===== src/rtl/scpf_pkg.sv =====
// Package for the servo command packet framer.
// Holds the framing constants, byte slot codes and the job record passed from
// the front to the back. No dependencies.
`timescale 1ns / 1ps

package scpf_pkg;

   localparam int MAX_PARAMS_DEFAULT = 12;
   localparam int QUEUE_DEPTH        = 2;

   localparam logic [7:0] SYNC_BYTE = 8'hFF;
   localparam logic [7:0] TERM_BYTE = 8'h0A;
   localparam logic [7:0] LEN_EXTRA = 8'd3;

   localparam logic [3:0] SLOT_SYNC0    = 4'd0;
   localparam logic [3:0] SLOT_SYNC1    = 4'd1;
   localparam logic [3:0] SLOT_ID       = 4'd2;
   localparam logic [3:0] SLOT_LENGTH   = 4'd3;
   localparam logic [3:0] SLOT_INSTR    = 4'd4;
   localparam logic [3:0] SLOT_ADDRESS  = 4'd5;
   localparam logic [3:0] SLOT_PARAM    = 4'd6;
   localparam logic [3:0] SLOT_CHECKSUM = 4'd7;
   localparam logic [3:0] SLOT_TERM     = 4'd8;

   typedef struct packed {
      logic       has_header;
      logic       has_param;
      logic       has_close;
      logic [7:0] servo_id;
      logic [7:0] length;
      logic [7:0] instruction;
      logic [7:0] reg_address;
      logic [7:0] param_byte;
      logic [7:0] checksum;
   } job_type;

endpackage


===== src/rtl/scpf_front.sv =====
// Front end of the servo command packet framer.
// Accepts request transactions, tracks packet state and checksum, and builds
// one job per transaction. Depends on scpf_pkg.
`timescale 1ns / 1ps

module scpf_front #(
   parameter int MAX_PARAMS = scpf_pkg::MAX_PARAMS_DEFAULT
) (
   input  logic              clock,
   input  logic              reset,
   input  logic              push,
   input  logic [7:0]        servo_id,
   input  logic [7:0]        instruction,
   input  logic [7:0]        reg_address,
   input  logic [3:0]        param_count,
   input  logic [7:0]        param_byte,
   output scpf_pkg::job_type job
);

   localparam logic [7:0] MaxParamsW = 8'(MAX_PARAMS);

   logic       in_packet_ff, in_packet_in;
   logic [3:0] params_left_ff, params_left_in;
   logic [7:0] running_sum_ff, running_sum_in;

   logic [3:0] count_sat;
   logic [7:0] length;
   logic [7:0] head_sum;
   logic [7:0] base_sum;
   logic [7:0] new_sum;
   logic [3:0] left;
   logic [3:0] left_next;
   logic       has_param;
   logic       close;

   always_comb begin
      count_sat = ({4'b0, param_count} > MaxParamsW) ? MaxParamsW[3:0] : param_count;
      length    = {4'b0, count_sat} + scpf_pkg::LEN_EXTRA;
      head_sum  = servo_id + length + instruction + reg_address;
      base_sum  = in_packet_ff ? running_sum_ff : head_sum;
      left      = in_packet_ff ? params_left_ff : count_sat;
      has_param = in_packet_ff || (count_sat != 4'd0);
      new_sum   = has_param ? base_sum + param_byte : base_sum;
      left_next = (left != 4'd0) ? left - 4'd1 : 4'd0;
      close     = (left_next == 4'd0);

      job.has_header  = !in_packet_ff;
      job.has_param   = has_param;
      job.has_close   = close;
      job.servo_id    = servo_id;
      job.length      = length;
      job.instruction = instruction;
      job.reg_address = reg_address;
      job.param_byte  = param_byte;
      job.checksum    = ~new_sum;
   end

   always_comb begin
      in_packet_in   = in_packet_ff;
      params_left_in = params_left_ff;
      running_sum_in = running_sum_ff;
      if (push) begin
         in_packet_in   = !close;
         params_left_in = close ? 4'd0 : left_next;
         running_sum_in = close ? 8'd0 : new_sum;
      end
   end

   always_ff @(posedge clock) begin
      if (reset) begin
         in_packet_ff   <= 1'b0;
         params_left_ff <= 4'd0;
         running_sum_ff <= 8'd0;
      end else begin
         in_packet_ff   <= in_packet_in;
         params_left_ff <= params_left_in;
         running_sum_ff <= running_sum_in;
      end
   end

endmodule


===== src/rtl/scpf_queue.sv =====
// Job queue between front and back of the servo command packet framer.
// Small register FIFO of job records. Depends on scpf_pkg.
`timescale 1ns / 1ps

module scpf_queue (
   input  logic              clock,
   input  logic              reset,
   input  logic              push,
   input  scpf_pkg::job_type push_job,
   output logic              full,
   input  logic              pop,
   output logic              not_empty,
   output scpf_pkg::job_type head_job
);

   localparam int PtrW = (scpf_pkg::QUEUE_DEPTH > 1) ? $clog2(scpf_pkg::QUEUE_DEPTH) : 1;
   localparam int CntW = $clog2(scpf_pkg::QUEUE_DEPTH + 1);
   localparam logic [CntW-1:0] DepthC = CntW'(scpf_pkg::QUEUE_DEPTH);
   localparam logic [PtrW-1:0] LastPtr = PtrW'(scpf_pkg::QUEUE_DEPTH - 1);

   scpf_pkg::job_type entry_ff [scpf_pkg::QUEUE_DEPTH];

   logic [PtrW-1:0] wr_ptr_ff, wr_ptr_in;
   logic [PtrW-1:0] rd_ptr_ff, rd_ptr_in;
   logic [CntW-1:0] count_ff, count_in;

   assign full      = (count_ff == DepthC);
   assign not_empty = (count_ff != '0);
   assign head_job  = entry_ff[rd_ptr_ff];

   always_comb begin
      wr_ptr_in = wr_ptr_ff;
      rd_ptr_in = rd_ptr_ff;
      count_in  = count_ff;
      if (push) begin
         wr_ptr_in = (wr_ptr_ff == LastPtr) ? '0 : wr_ptr_ff + 1'b1;
      end
      if (pop) begin
         rd_ptr_in = (rd_ptr_ff == LastPtr) ? '0 : rd_ptr_ff + 1'b1;
      end
      if (push && !pop) begin
         count_in = count_ff + 1'b1;
      end else if (pop && !push) begin
         count_in = count_ff - 1'b1;
      end
   end

   always_ff @(posedge clock) begin
      if (push) begin
         entry_ff[wr_ptr_ff] <= push_job;
      end
   end

   always_ff @(posedge clock) begin
      if (reset) begin
         wr_ptr_ff <= '0;
         rd_ptr_ff <= '0;
         count_ff  <= '0;
      end else begin
         wr_ptr_ff <= wr_ptr_in;
         rd_ptr_ff <= rd_ptr_in;
         count_ff  <= count_in;
      end
   end

endmodule


===== src/rtl/scpf_back.sv =====
// Back end of the servo command packet framer.
// Steps through the byte slots of one job at a time and drives the registered
// response stage. Depends on scpf_pkg.
`timescale 1ns / 1ps

module scpf_back (
   input  logic              clock,
   input  logic              reset,
   input  logic              job_valid,
   input  scpf_pkg::job_type job_in,
   output logic              job_pop,
   output logic              rsp_valid,
   input  logic              rsp_stall,
   output logic [7:0]        rsp_tx_byte,
   output logic              rsp_end_of_run,
   output logic              rsp_end_of_packet
);

   logic              busy_ff, busy_in;
   logic [3:0]        slot_ff, slot_in;
   scpf_pkg::job_type job_ff, job_in_sel;

   logic              rsp_valid_ff, rsp_valid_in;
   logic [7:0]        tx_byte_ff, tx_byte_in;
   logic              end_of_run_ff, end_of_run_in;
   logic              end_of_packet_ff, end_of_packet_in;

   logic              out_free;
   logic              advance;
   logic              is_last;
   logic [7:0]        slot_byte;
   logic [3:0]        next_slot;

   assign out_free = !rsp_valid_ff || !rsp_stall;
   assign advance  = busy_ff && out_free;
   assign is_last  = job_ff.has_close ? (slot_ff == scpf_pkg::SLOT_TERM)
                                      : (slot_ff == scpf_pkg::SLOT_PARAM);
   assign job_pop  = job_valid && (!busy_ff || (advance && is_last));

   always_comb begin
      case (slot_ff)
         scpf_pkg::SLOT_SYNC0:    slot_byte = scpf_pkg::SYNC_BYTE;
         scpf_pkg::SLOT_SYNC1:    slot_byte = scpf_pkg::SYNC_BYTE;
         scpf_pkg::SLOT_ID:       slot_byte = job_ff.servo_id;
         scpf_pkg::SLOT_LENGTH:   slot_byte = job_ff.length;
         scpf_pkg::SLOT_INSTR:    slot_byte = job_ff.instruction;
         scpf_pkg::SLOT_ADDRESS:  slot_byte = job_ff.reg_address;
         scpf_pkg::SLOT_PARAM:    slot_byte = job_ff.param_byte;
         scpf_pkg::SLOT_CHECKSUM: slot_byte = job_ff.checksum;
         scpf_pkg::SLOT_TERM:     slot_byte = scpf_pkg::TERM_BYTE;
         default:                 slot_byte = scpf_pkg::TERM_BYTE;
      endcase
   end

   always_comb begin
      if (slot_ff == scpf_pkg::SLOT_ADDRESS) begin
         next_slot = job_ff.has_param ? scpf_pkg::SLOT_PARAM : scpf_pkg::SLOT_CHECKSUM;
      end else begin
         next_slot = slot_ff + 4'd1;
      end
   end

   always_comb begin
      busy_in    = busy_ff;
      slot_in    = slot_ff;
      job_in_sel = job_ff;
      if (advance) begin
         slot_in = next_slot;
         if (is_last) begin
            busy_in = 1'b0;
         end
      end
      if (job_pop) begin
         busy_in    = 1'b1;
         job_in_sel = job_in;
         slot_in    = job_in.has_header ? scpf_pkg::SLOT_SYNC0 : scpf_pkg::SLOT_PARAM;
      end
   end

   always_comb begin
      rsp_valid_in     = rsp_valid_ff;
      tx_byte_in       = tx_byte_ff;
      end_of_run_in    = end_of_run_ff;
      end_of_packet_in = end_of_packet_ff;
      if (out_free) begin
         rsp_valid_in     = busy_ff;
         tx_byte_in       = slot_byte;
         end_of_run_in    = is_last;
         end_of_packet_in = (slot_ff == scpf_pkg::SLOT_TERM);
      end
   end

   always_ff @(posedge clock) begin
      job_ff           <= job_in_sel;
      tx_byte_ff       <= tx_byte_in;
      end_of_run_ff    <= end_of_run_in;
      end_of_packet_ff <= end_of_packet_in;
   end

   always_ff @(posedge clock) begin
      if (reset) begin
         busy_ff      <= 1'b0;
         slot_ff      <= scpf_pkg::SLOT_SYNC0;
         rsp_valid_ff <= 1'b0;
      end else begin
         busy_ff      <= busy_in;
         slot_ff      <= slot_in;
         rsp_valid_ff <= rsp_valid_in;
      end
   end

   assign rsp_valid         = rsp_valid_ff;
   assign rsp_tx_byte       = tx_byte_ff;
   assign rsp_end_of_run    = end_of_run_ff;
   assign rsp_end_of_packet = end_of_packet_ff;

`ifndef NO_ASSERTIONS
   a_eop_ends_run: assert property (@(posedge clock) disable iff (reset)
      rsp_valid_ff && end_of_packet_ff |-> end_of_run_ff)
      else $error("terminator byte without end of run");

   a_slot_range: assert property (@(posedge clock) disable iff (reset)
      busy_ff |-> slot_ff <= scpf_pkg::SLOT_TERM)
      else $error("byte slot out of range");

   a_pop_on_last: assert property (@(posedge clock) disable iff (reset)
      job_pop && busy_ff |-> advance && is_last)
      else $error("job taken while previous job unfinished");

   a_stall_hold: assert property (@(posedge clock) disable iff (reset)
      rsp_valid_ff && rsp_stall |=> rsp_valid_ff && $stable(tx_byte_ff))
      else $error("response changed under stall");
`endif

endmodule


===== src/rtl/servo_command_packet_framer.sv =====
// Servo command packet framer: turns request transactions into the byte
// stream of servo instruction packets, one response transaction per byte.
// The single registered output stage sends one byte per cycle unless
// rsp_stall holds it. A request causes 7 to 9 bytes for the
// first request of a packet, 1 for a later parameter, 3 for the one that
// closes the packet. A two-entry job queue lets requests be taken while the
// output is still busy or stalled. Depends on scpf_pkg, scpf_front,
// scpf_queue and scpf_back.
`timescale 1ns / 1ps

module servo_command_packet_framer #(
   parameter int MAX_PARAMS = scpf_pkg::MAX_PARAMS_DEFAULT
) (
   input  logic       clock,
   input  logic       reset,
   input  logic       req_valid,
   output logic       req_stall,
   input  logic [7:0] req_servo_id,
   input  logic [7:0] req_instruction,
   input  logic [7:0] req_reg_address,
   input  logic [3:0] req_param_count,
   input  logic [7:0] req_param_byte,
   output logic       rsp_valid,
   input  logic       rsp_stall,
   output logic [7:0] rsp_tx_byte,
   output logic       rsp_end_of_run,
   output logic       rsp_end_of_packet
);

   scpf_pkg::job_type new_job;
   scpf_pkg::job_type head_job;
   logic              push;
   logic              full;
   logic              pop;
   logic              not_empty;

   assign req_stall = full;
   assign push      = req_valid && !full;

   scpf_front #(
      .MAX_PARAMS(MAX_PARAMS)
   ) u_front (
      .clock       (clock),
      .reset       (reset),
      .push        (push),
      .servo_id    (req_servo_id),
      .instruction (req_instruction),
      .reg_address (req_reg_address),
      .param_count (req_param_count),
      .param_byte  (req_param_byte),
      .job         (new_job)
   );

   scpf_queue u_queue (
      .clock     (clock),
      .reset     (reset),
      .push      (push),
      .push_job  (new_job),
      .full      (full),
      .pop       (pop),
      .not_empty (not_empty),
      .head_job  (head_job)
   );

   scpf_back u_back (
      .clock             (clock),
      .reset             (reset),
      .job_valid         (not_empty),
      .job_in            (head_job),
      .job_pop           (pop),
      .rsp_valid         (rsp_valid),
      .rsp_stall         (rsp_stall),
      .rsp_tx_byte       (rsp_tx_byte),
      .rsp_end_of_run    (rsp_end_of_run),
      .rsp_end_of_packet (rsp_end_of_packet)
   );

endmodule


===== config.mk =====
export PLATFORM = sky130hd
export DESIGN_NAME = servo_command_packet_framer
export DESIGN_NICKNAME = d
export VERILOG_FILES = /design/src/rtl/scpf_pkg.sv /design/src/rtl/scpf_front.sv /design/src/rtl/scpf_queue.sv /design/src/rtl/scpf_back.sv /design/src/rtl/servo_command_packet_framer.sv
export SDC_FILE = /design/constraint.sdc
export NUM_CORES = 1
export LEC_CHECK = 0
export BUFFER_PORTS_ARGS = -buffer_cell sky130_fd_sc_hd__buf_2
export CAP_MARGIN = 15
export CORE_UTILIZATION = 35
export CTS_CLUSTER_DIAMETER = 80
export DETAILED_ROUTE_END_ITERATION = 12
export PLACE_DENSITY = 0.5
export SLEW_MARGIN = 25
export SYNTH_ARGS = -nofsm -noshare
export SYNTH_HDL_FRONTEND = slang
export SYNTH_HIERARCHICAL = 1
export SYNTH_SLANG_ARGS = --single-unit

===== constraint.sdc =====
create_clock -name clock -period 8.1 [get_ports clock]
set_input_delay 0.81 -clock clock [delete_from_list [all_inputs] [get_ports clock]]
set_output_delay 0.81 -clock clock [all_outputs]
set_load 0.02 [all_outputs]

### Word level (Yosys, flattened, before mapping)

Memories as Yosys holds them, arrays and structs flattened. A register that Yosys moved wholly into a read port is not among the register bits.
Cells that the tools add are included.

* memories: 1
* logic and storage cells: 95
* flip-flop bits (word level): 83
* bits of input ports: 40
* memory bits (writable): 96
* output and inout bits: 12

* reduce and logical (&&, ||, !) cells: 27
* bitwise operators: 1
* add/sub/neg operators: 11
* order comparisons: 1
* equality and inequality tests: 9
* multiplexer cells: 25

Memories
* u_queue.entry_ff: depth 2, width 48, read ports 1, clocked after memory_dff 1, write ports 1, RTL line scpf_queue.sv:21 `scpf_pkg::job_type entry_ff [scpf_pkg::QUEUE_DEPTH];`

Operators with widths (number)
* $pmux 8 s7: 1
* $add 8x8->8: 4
* $mux 4: 7
* $mux 8: 3
* $eq 4x3->1 const B: 4
* $mux 1: 11
* $eq 4x2->1 const B: 2
* $logic_not 1->1: 8
* $logic_not 4->1: 2
* $not 8->8: 1
* $reduce_bool 2->1: 4
* $reduce_bool 4->1: 2
* $logic_and 1x1->1: 6
* $add 4x2->5 const B: 1
* $add 4x1->4 const B: 1
* $eq 4x1->1 const B: 1
* $eq 4x4->1 const B: 1
* $gt 4x4->1 const B: 1
* $mux 2: 2
* $sub 4x1->4 const B: 1
* $logic_or 1x1->1: 3
* $mux 3: 1
* $add 1x1->1 const B: 2
* $add 2x1->2 const B: 1
* 4 further kinds: 4

### Depth between registers and ports, before layout

Gate-level depths: netlist of the first run.

* word-level depth: 10
* gate-level depth with buffers: 19
* gate-level depth less buffers: 19

### Hierarchy

The synthesis of the first run kept the hierarchy.

Modules (own cells, without submodules)
* scpf_queue: times used 1, seq. area each 3163.0 um^2, cells an instance 181, area an instance 3877.5 um^2
* scpf_back: times used 1, seq. area each 1921.8 um^2, cells an instance 165, area an instance 2638.8 um^2
* scpf_front: times used 1, seq. area each 260.2 um^2, cells an instance 266, area an instance 2109.5 um^2
* servo_command_packet_framer: times used 1, seq. area each 0.0 um^2, cells an instance 1, area an instance 13.8 um^2

### Worst setup path after synthesis of the first run

Ideal clock, no wire load.

* kind: input to register
* start: input req_param_count[3]
* end: register u_front.running_sum_ff[7]
* stages on the path: 18
* data required time: 7.966 ns
* setup time: 0.134 ns
* setup slack: 3.424 ns
* arrival time: 4.543 ns
* path buffers: 0
* path through: nand2_1 > nand2_1 > ha_1 > xor2_1 > fa_1 > inv_1 > ha_1 > a21o_1 > a21oi_1 > nor2_1 > a211oi_1 > o21ai_0 > ha_1 > a211o_1 > o22ai_2 > mux2i_4 > mux2i_1 > o311ai_2

RTL lines
* start: declaration: RTL line servo_command_packet_framer.sv:21 `input logic [3:0] req_param_count,`
* end signal: assignment: RTL line scpf_front.sv:77 `running_sum_ff <= running_sum_in;`
* end: declaration: RTL line scpf_front.sv:24 `logic [7:0] running_sum_ff, running_sum_in;`

==> key figures, run 1 <==
Timing
  • Tmin final: 4.86 ns
  • Post-Route Setup TNS: 0 ns
  • Setup Skew: 0.0105 ns
  • RSZ-0062 raised after global routing: false
  • Setup Viol. Count Final: 0
  • Final setup margin: 3.24 ns
  • Hold Worst Slack: 0.473 ns
  • Final max-slew violation count: 0
  • Final Cycle Share: 60.0%
  • Max Clk Rate: 206 MHz
  • Worst Tran Pin Value: 1.05 ns
  • Hold Fails Final Rpt: 0
  • Slew margin rel.: 29.7%

Global route
  • Vias in the first global route: 4886
  • GR Overflow Total: 0
  • Gr usage total: 14.5%
  • First-pass GRT wire length: 27500 µm
  • Initial antenna violation count: 0
  • Largest net degree at the start of global routing: 54

Clocking
  • H-Tree Level Count: 4
  • Worst skew pair latency: 0.43 ns
  • CTS Hold Bufs: 0
  • Clock sink count: 186
  • CTS root buf: clkbuf_16
  • Clock buffer depth: 2
  • Postcts setup bufs: 0
  • CTS tree: built
  • CTS Buf Count: 17
  • Post_cts resized: 0
  • CTS clk-pin slew, worst paths: 0.07 ns

Synth
  • Prevailing post-synth register cell: edfxtp_1
  • Synth unique cells: 70
  • Mapped Area: 0.00864 mm²
  • Synthesized instance count: 613
  • Syn_area_per_cell: 14.1 µm²
  • Ys async rst share: 0%
  • Flops & latches, synth: 186
  • EDFF count, synth: 162
  • Register area share after synthesis: 61.9%
  • Yosys warns: 6

Worst setup path
  • Worst Path Arrival: 5.14 ns
  • Reg-to-Reg End: u_front/running_sum_ff[7]
  • Worst Path Required: 8.38 ns
  • Reg-to-Reg Start: u_front/in_packet_ff
  • Setup crit start: req_param_count[3]
  • CP Class: in2reg
  • Worst setup EP type: flip-flop
  • CP Launch Type: input port
  • Worst r2r path cells: 9
  • Critical Path Sink: u_front/running_sum_ff[7]
  • CP max FO: 7
  • Worst R2R Setup Slack: 4.84 ns

Status
  • Status: finished clean

Pwr
  • Peak supply drop: 150 µV
  • Leak: 3.47 nW
  • Flop pwr share: 45.5%
  • P_int: 2.30 mW
  • Power Density: 358 mW/mm²
  • Switching Share: 32.5%
  • Logic pwr share: 30.7%
  • Clock power share: 23.8%
  • Sw power: 1.11 mW

Die
  • Die span in x: 159 µm
  • FP Rows: 57
  • # IOs: 52
  • Initial Util: 35.6%
  • Chip height: 159 µm
  • Total die area: 0.0253 mm²
  • Core outline area: 0.0242 mm²

Worst hold path
  • Hold Crit Class: reg2reg

Drt
  • DRC: 0
  • Detailed route wirelength on metal3: 668 µm
  • Routed Wire Length: 17700 µm
  • Via Count: 4664
  • M1 WL: 8070 µm
  • DRT Pass-1 Iters: 4
  • Top layer in use: met4
  • Detail Route Antenna Nets: 0
  • WL per Instance: 18.4 µm
  • Initial DRC count: 273
  • Drt via density: 4.83
  • Routed wl met2: 8750 µm

Cells and area
  • Filler cell count: 2279
  • Nets: 706
  • Share of post-route cells with drive strength above 1: 25.4%
  • Fin util: 39.3%
  • # diodes: 0
  • Area added between synthesis and finish: 10.4%

Placed design
  • Dpl ws: 2.81 ns
  • DP HPWL: 11900 µm
  • # port buffers: 51
  • Placer Congestion: 0.818

Job
  • Max Cap Viol: 0
## area by class of cell
| type | count | area [µm²] | area share (%) |
|---|---|---|---|
| clock buffer | 18 | 429 | 4.50 |
| inverter | 47 | 176 | 1.85 |
| sequential | 186 | 5350 | 56.1 |
| timing repair buffer | 55 | 285 | 2.99 |
| tap | 324 | 405 | 4.25 |
| multi-input combinational | 323 | 2750 | 28.8 |
| clock inverter | 13 | 143 | 1.50 |
## kinds of logic after synthesis
kind of cell / Yosys count / share of synthesized area [%]
adder cells (fa/ha/maj): 36 / 6.34
flip-flops: 186 / 61.9
buffers and inverters: 106 / 6.52
multiplexers: 63 / 8.23
AND/OR/NAND/NOR: 99 / 6.21
AO/OA/AOI/OAI: 103 / 8.86
XOR/XNOR: 19 / 1.93
other: 1 / 0.0434
## cells in the mapped netlist, drive strengths merged (4+ instances only)
library cell,instances,area (µm²)
a21o,4,30.0
nor2b,8,57.6
a211oi,7,62.6
clkbuf,8,30.0
ha,23,288
o221ai,5,43.8
buf,51,357
xor2,8,70.1
edfxtp,162,4860
dfxtp,24,480
o21ai,22,110
mux2,54,608
a211o,9,78.8
mux2i,9,103
fa,13,260
a22oi,4,30.0
nor3,5,30.0
a21oi,18,90.1
nor2,28,105
a32oi,5,43.8
nand2,33,131
inv,47,176
xnor2,11,96.3
## critical path, stage by stage
cell and delay [ns]:
buf_2 0.15, nand2_1 0.11, nand2_1 0.13, ha_1 0.24, xor2_1 0.18, fa_1 0.60
inv_1 0.06, ha_1 0.29, a21o_1 0.16, a21oi_1 0.29, nor2_1 0.07, a211oi_1 0.34
o21ai_0 0.17, ha_1 0.37, a211o_1 0.31, o22ai_2 0.18, mux2i_4 0.32, mux2i_1 0.24
o311ai_2 0.12
## through the flow
stage	power [mW]	instance area [µm²]	std cells
6_report	3.41	9540	966
5_1_grt	3.60	9540	966
4_1_cts	3.45	9540	966
3_5_place_dp	2.64	8960	935
3_3_place_gp	2.61	8960	935
2_1_floorplan	2.31	8650	615
## flip-flops by register name, summed over array words and instances, names as in the netlist, named ones only
signal                    flops
u_queue/entry_ff            102
u_back/job_ff                50
u_back/rsp_tx_byte            8
u_front/running_sum_ff        8
u_back/slot_ff                4
u_front/params_left_ff        4
u_queue/count_ff              2
u_back/busy_ff                1
u_back/rsp_end_of_packet      1
u_back/rsp_end_of_run         1
u_back/rsp_valid              1
u_front/in_packet_ff          1
u_queue/rd_ptr_ff             1
u_queue/wr_ptr_ff             1
## how the worst min path moves through the flow
stage / from / end / slack (ns) / cells past startpoint
after global placement: u_front/running_sum_ff[4] / u_front/running_sum_ff[4] / 0.44 / 2
final: u_front/running_sum_ff[1] / u_front/running_sum_ff[1] / 0.47 / 2
after CTS: u_front/running_sum_ff[1] / u_front/running_sum_ff[1] / 0.47 / 2
after floorplan: u_front/running_sum_ff[4] / u_front/running_sum_ff[4] / 0.43 / 2
after detailed placement: u_front/running_sum_ff[4] / u_front/running_sum_ff[4] / 0.46 / 2
after global routing: u_front/running_sum_ff[1] / u_front/running_sum_ff[1] / 0.49 / 2
## cells in the final DEF (no fill, tap or decap), types with 3 or more instances in the layout
master / netlist / routed
inv_1: 46 / 46
buf_4: 38 / 4
nor3_1: 4 / 4
nor2b_1: 7 / 6
dfxtp_1: 24 / 23
a21oi_1: 18 / 18
nand2_1: 32 / 31
o221ai_1: 5 / 5
a211oi_1: 5 / 5
xor2_1: 8 / 8
or2_2: 3 / 3
a311oi_1: 3 / 3
clkbuf_16: 0 / 17
nor2_1: 28 / 28
a211o_1: 9 / 9
nand3_1: 3 / 3
clkinv_4: 0 / 3
conb_1: 1 / 3
mux2i_1: 8 / 8
o21ai_1: 5 / 5
a22oi_1: 4 / 4
a21o_1: 4 / 4
inv_6: 0 / 3
clkinvlp_4: 0 / 3
or3_1: 3 / 3
xnor2_1: 11 / 11
mux2_2: 54 / 54
ha_1: 23 / 23
edfxtp_1: 162 / 162
fa_1: 13 / 13
buf_2: 12 / 51
and3b_1: 3 / 3
o21ai_0: 17 / 17
a32oi_1: 5 / 5
## routing by layer
metal  track usage (%)  vias up
met5                 0        -
met4              5.07        0
met3              2.84       21
met2              24.3       75
met1              18.7     2323
li1                  -     2245
## power by group through the flow
stage	Sequential, mW	Combinational, mW	Clock, mW
3_3_place_gp	1.57	1.03	0
3_5_place_dp	1.58	1.06	0
4_1_cts	1.56	1.06	0.829
5_1_grt	1.58	1.15	0.863
6_report	1.55	1.05	0.812
2_1_floorplan	1.54	0.767	0
Power figures use the tool's default switching activity.
==> run 2: changes to the inputs <==
Clock period 8.1 ns to 4.9 ns, I/O delays scaled along.
==> run 2 against run 1 <==
Compared with the run above:
- via count grew 0.92%
- clock skew shrank 0.0022 ns
- die area is the same
- worst setup slack lost 2.7 ns
- highest routed layer unchanged
- global-route usage is essentially flat
- total power grew 66%
==> key figures, run 2 (synthesis gave the netlist of run 1 again) <==
Global route
  • GR Overflow Total: 0
  • Largest net degree at the start of global routing: 53
  • Vias in the first global route: 4826
  • Initial antenna violation count: 0
  • Gr usage total: 14.5%
  • First-pass GRT wire length: 27500 µm

Worst setup path
  • Worst r2r path cells: 8
  • Setup crit start: req_param_count[3]
  • Worst setup EP type: flip-flop
  • CP Class: in2reg
  • Worst R2R Setup Slack: 1.66 ns
  • CP max FO: 5
  • Reg-to-Reg End: u_queue/entry_ff[1][6]
  • Worst Path Required: 5.18 ns
  • Reg-to-Reg Start: u_front/in_packet_ff
  • CP Launch Type: input port
  • Critical Path Sink: u_front/running_sum_ff[7]
  • Worst Path Arrival: 4.60 ns

Drt
  • Via Count: 4707
  • DRT Pass-1 Iters: 4
  • Detail Route Antenna Nets: 0
  • Drt via density: 4.85
  • Initial DRC count: 304
  • WL per Instance: 18.3 µm
  • Routed Wire Length: 17800 µm
  • DRC: 0

Clocking
  • H-Tree Level Count: 4
  • CTS Buf Count: 17
  • CTS Hold Bufs: 0
  • Clock sink count: 186
  • Postcts setup bufs: 0
  • CTS clk-pin slew, worst paths: 0.07 ns
  • CTS tree: built
  • CTS root buf: clkbuf_16
  • Post_cts resized: 0
  • Worst skew pair latency: 0.42 ns
  • Clock buffer depth: 2

Die
  • Initial Util: 35.6%
  • # IOs: 52
  • Total die area: 0.0253 mm²
  • Die span in x: 159 µm
  • Chip height: 159 µm
  • FP Rows: 57
  • Core outline area: 0.0242 mm²

Timing
  • Tmin final: 4.33 ns
  • Setup Skew: 0.00828 ns
  • RSZ-0062 raised after global routing: false
  • Worst Tran Pin Value: 0.972 ns
  • Final max-slew violation count: 0
  • Hold Fails Final Rpt: 0
  • Slew margin rel.: 35.1%
  • Max Clk Rate: 231 MHz
  • Post-Route Setup TNS: 0 ns
  • Final Cycle Share: 88.3%
  • Setup Viol. Count Final: 0

Pwr
  • Power Density: 592 mW/mm²
  • Leak: 3.49 nW
  • Peak supply drop: 257 µV
  • Total power: 5.66 mW

Status
  • Status: finished clean

Placed design
  • DP HPWL: 12200 µm
  • # port buffers: 51
  • Placer Congestion: 0.814

Job
  • Max Cap Viol: 0

Cells and area
  • Share of post-route cells with drive strength above 1: 26.2%
  • Commonest non-fill, non-tap cell in the layout: edfxtp_1
  • Largest register by flop count: u_queue/entry_ff
  • Top flop regs: u_queue/entry_ff (102), u_back/job_ff (50)
  • Nets: 710
  • Commonest non-fill, non-tap cells in the layout: edfxtp_1 (162), mux2_2 (54), buf_2 (51)
  • Max FFs per register: 102
  • # diodes: 0
  • Area added between synthesis and finish: 10.7%

Worst hold path
  • Hold Crit Class: in2reg
## run 2: cell count changes in the layout (fill, tap and decap cells not counted)
cell	before	now
buf_4	4	8
clkinvlp_4	3	4
clkbuf_1	1	0
clkinv_1	2	1
clkinv_4	3	2
clkinv_2	0	2
## run 2: layer usage
layer / track usage, % / share of wire, %
met1: 19.0 / 47
met2: 23.9 / 48
met3: 3.02 / 2.9
met4: 4.81 / 1.8
met5: 0 / 0
## run 2: through the flow
stage	util (%)	area, µm²	setup slack, ns	cells	hold slack, ns
finish	39.5	9570	0.572	970	0.270
global route	39.5	9570	0.287	970	0.257
CTS	39.5	9570	0.573	970	0.251
detailed placement	37.1	8990	0.133	939	0.455
global placement	37.1	8990	0.207	939	0.447
floorplan	-	8650	0.544	615	0.425
## run 2: critical path, cell delays in order
cell	delay, ns
buf_2	0.11
nand2_1	0.10
nand2_1	0.13
ha_1	0.23
xor2_1	0.17
fa_1	0.59
inv_1	0.05
ha_1	0.28
a21o_1	0.16
a21oi_1	0.28
nor2_1	0.07
a211oi_1	0.28
o21ai_0	0.13
ha_1	0.36
a211o_1	0.31
o22ai_2	0.18
mux2i_4	0.32
mux2i_1	0.24
o311ai_2	0.11
## run 2: worst min path at each step
| stage | from | cells after the start | slack, ns | end |
|---|---|---|---|---|
| 2_1_floorplan | u_front/running_sum_ff[4] | 2 | 0.43 | u_front/running_sum_ff[4] |
| 3_3_place_gp | u_front/running_sum_ff[1] | 2 | 0.45 | u_front/running_sum_ff[1] |
| 3_5_place_dp | u_front/running_sum_ff[5] | 2 | 0.46 | u_front/running_sum_ff[5] |
| 4_1_cts | req_instruction[1] | 1 | 0.25 | u_queue/entry_ff[0][25] |
| 5_1_grt | req_instruction[1] | 1 | 0.26 | u_queue/entry_ff[0][25] |
| 6_report | req_instruction[1] | 1 | 0.27 | u_queue/entry_ff[0][25] |
## run 2: power by group
group          internal, mW  switching (mW)  leakage (nW)
clock network         0.751           0.584         0.270
logic                 0.705            1.08          1.50
registers              2.36           0.176          1.72
## run 2: final cells by class
cell class	count	area [µm²]
sequential	186	5350
multi-input combinational	323	2750
timing repair buffer	59	315
inverter	47	176
clock buffer	17	425
fill	2263	14700
tap	324	405
clock inverter	14	148
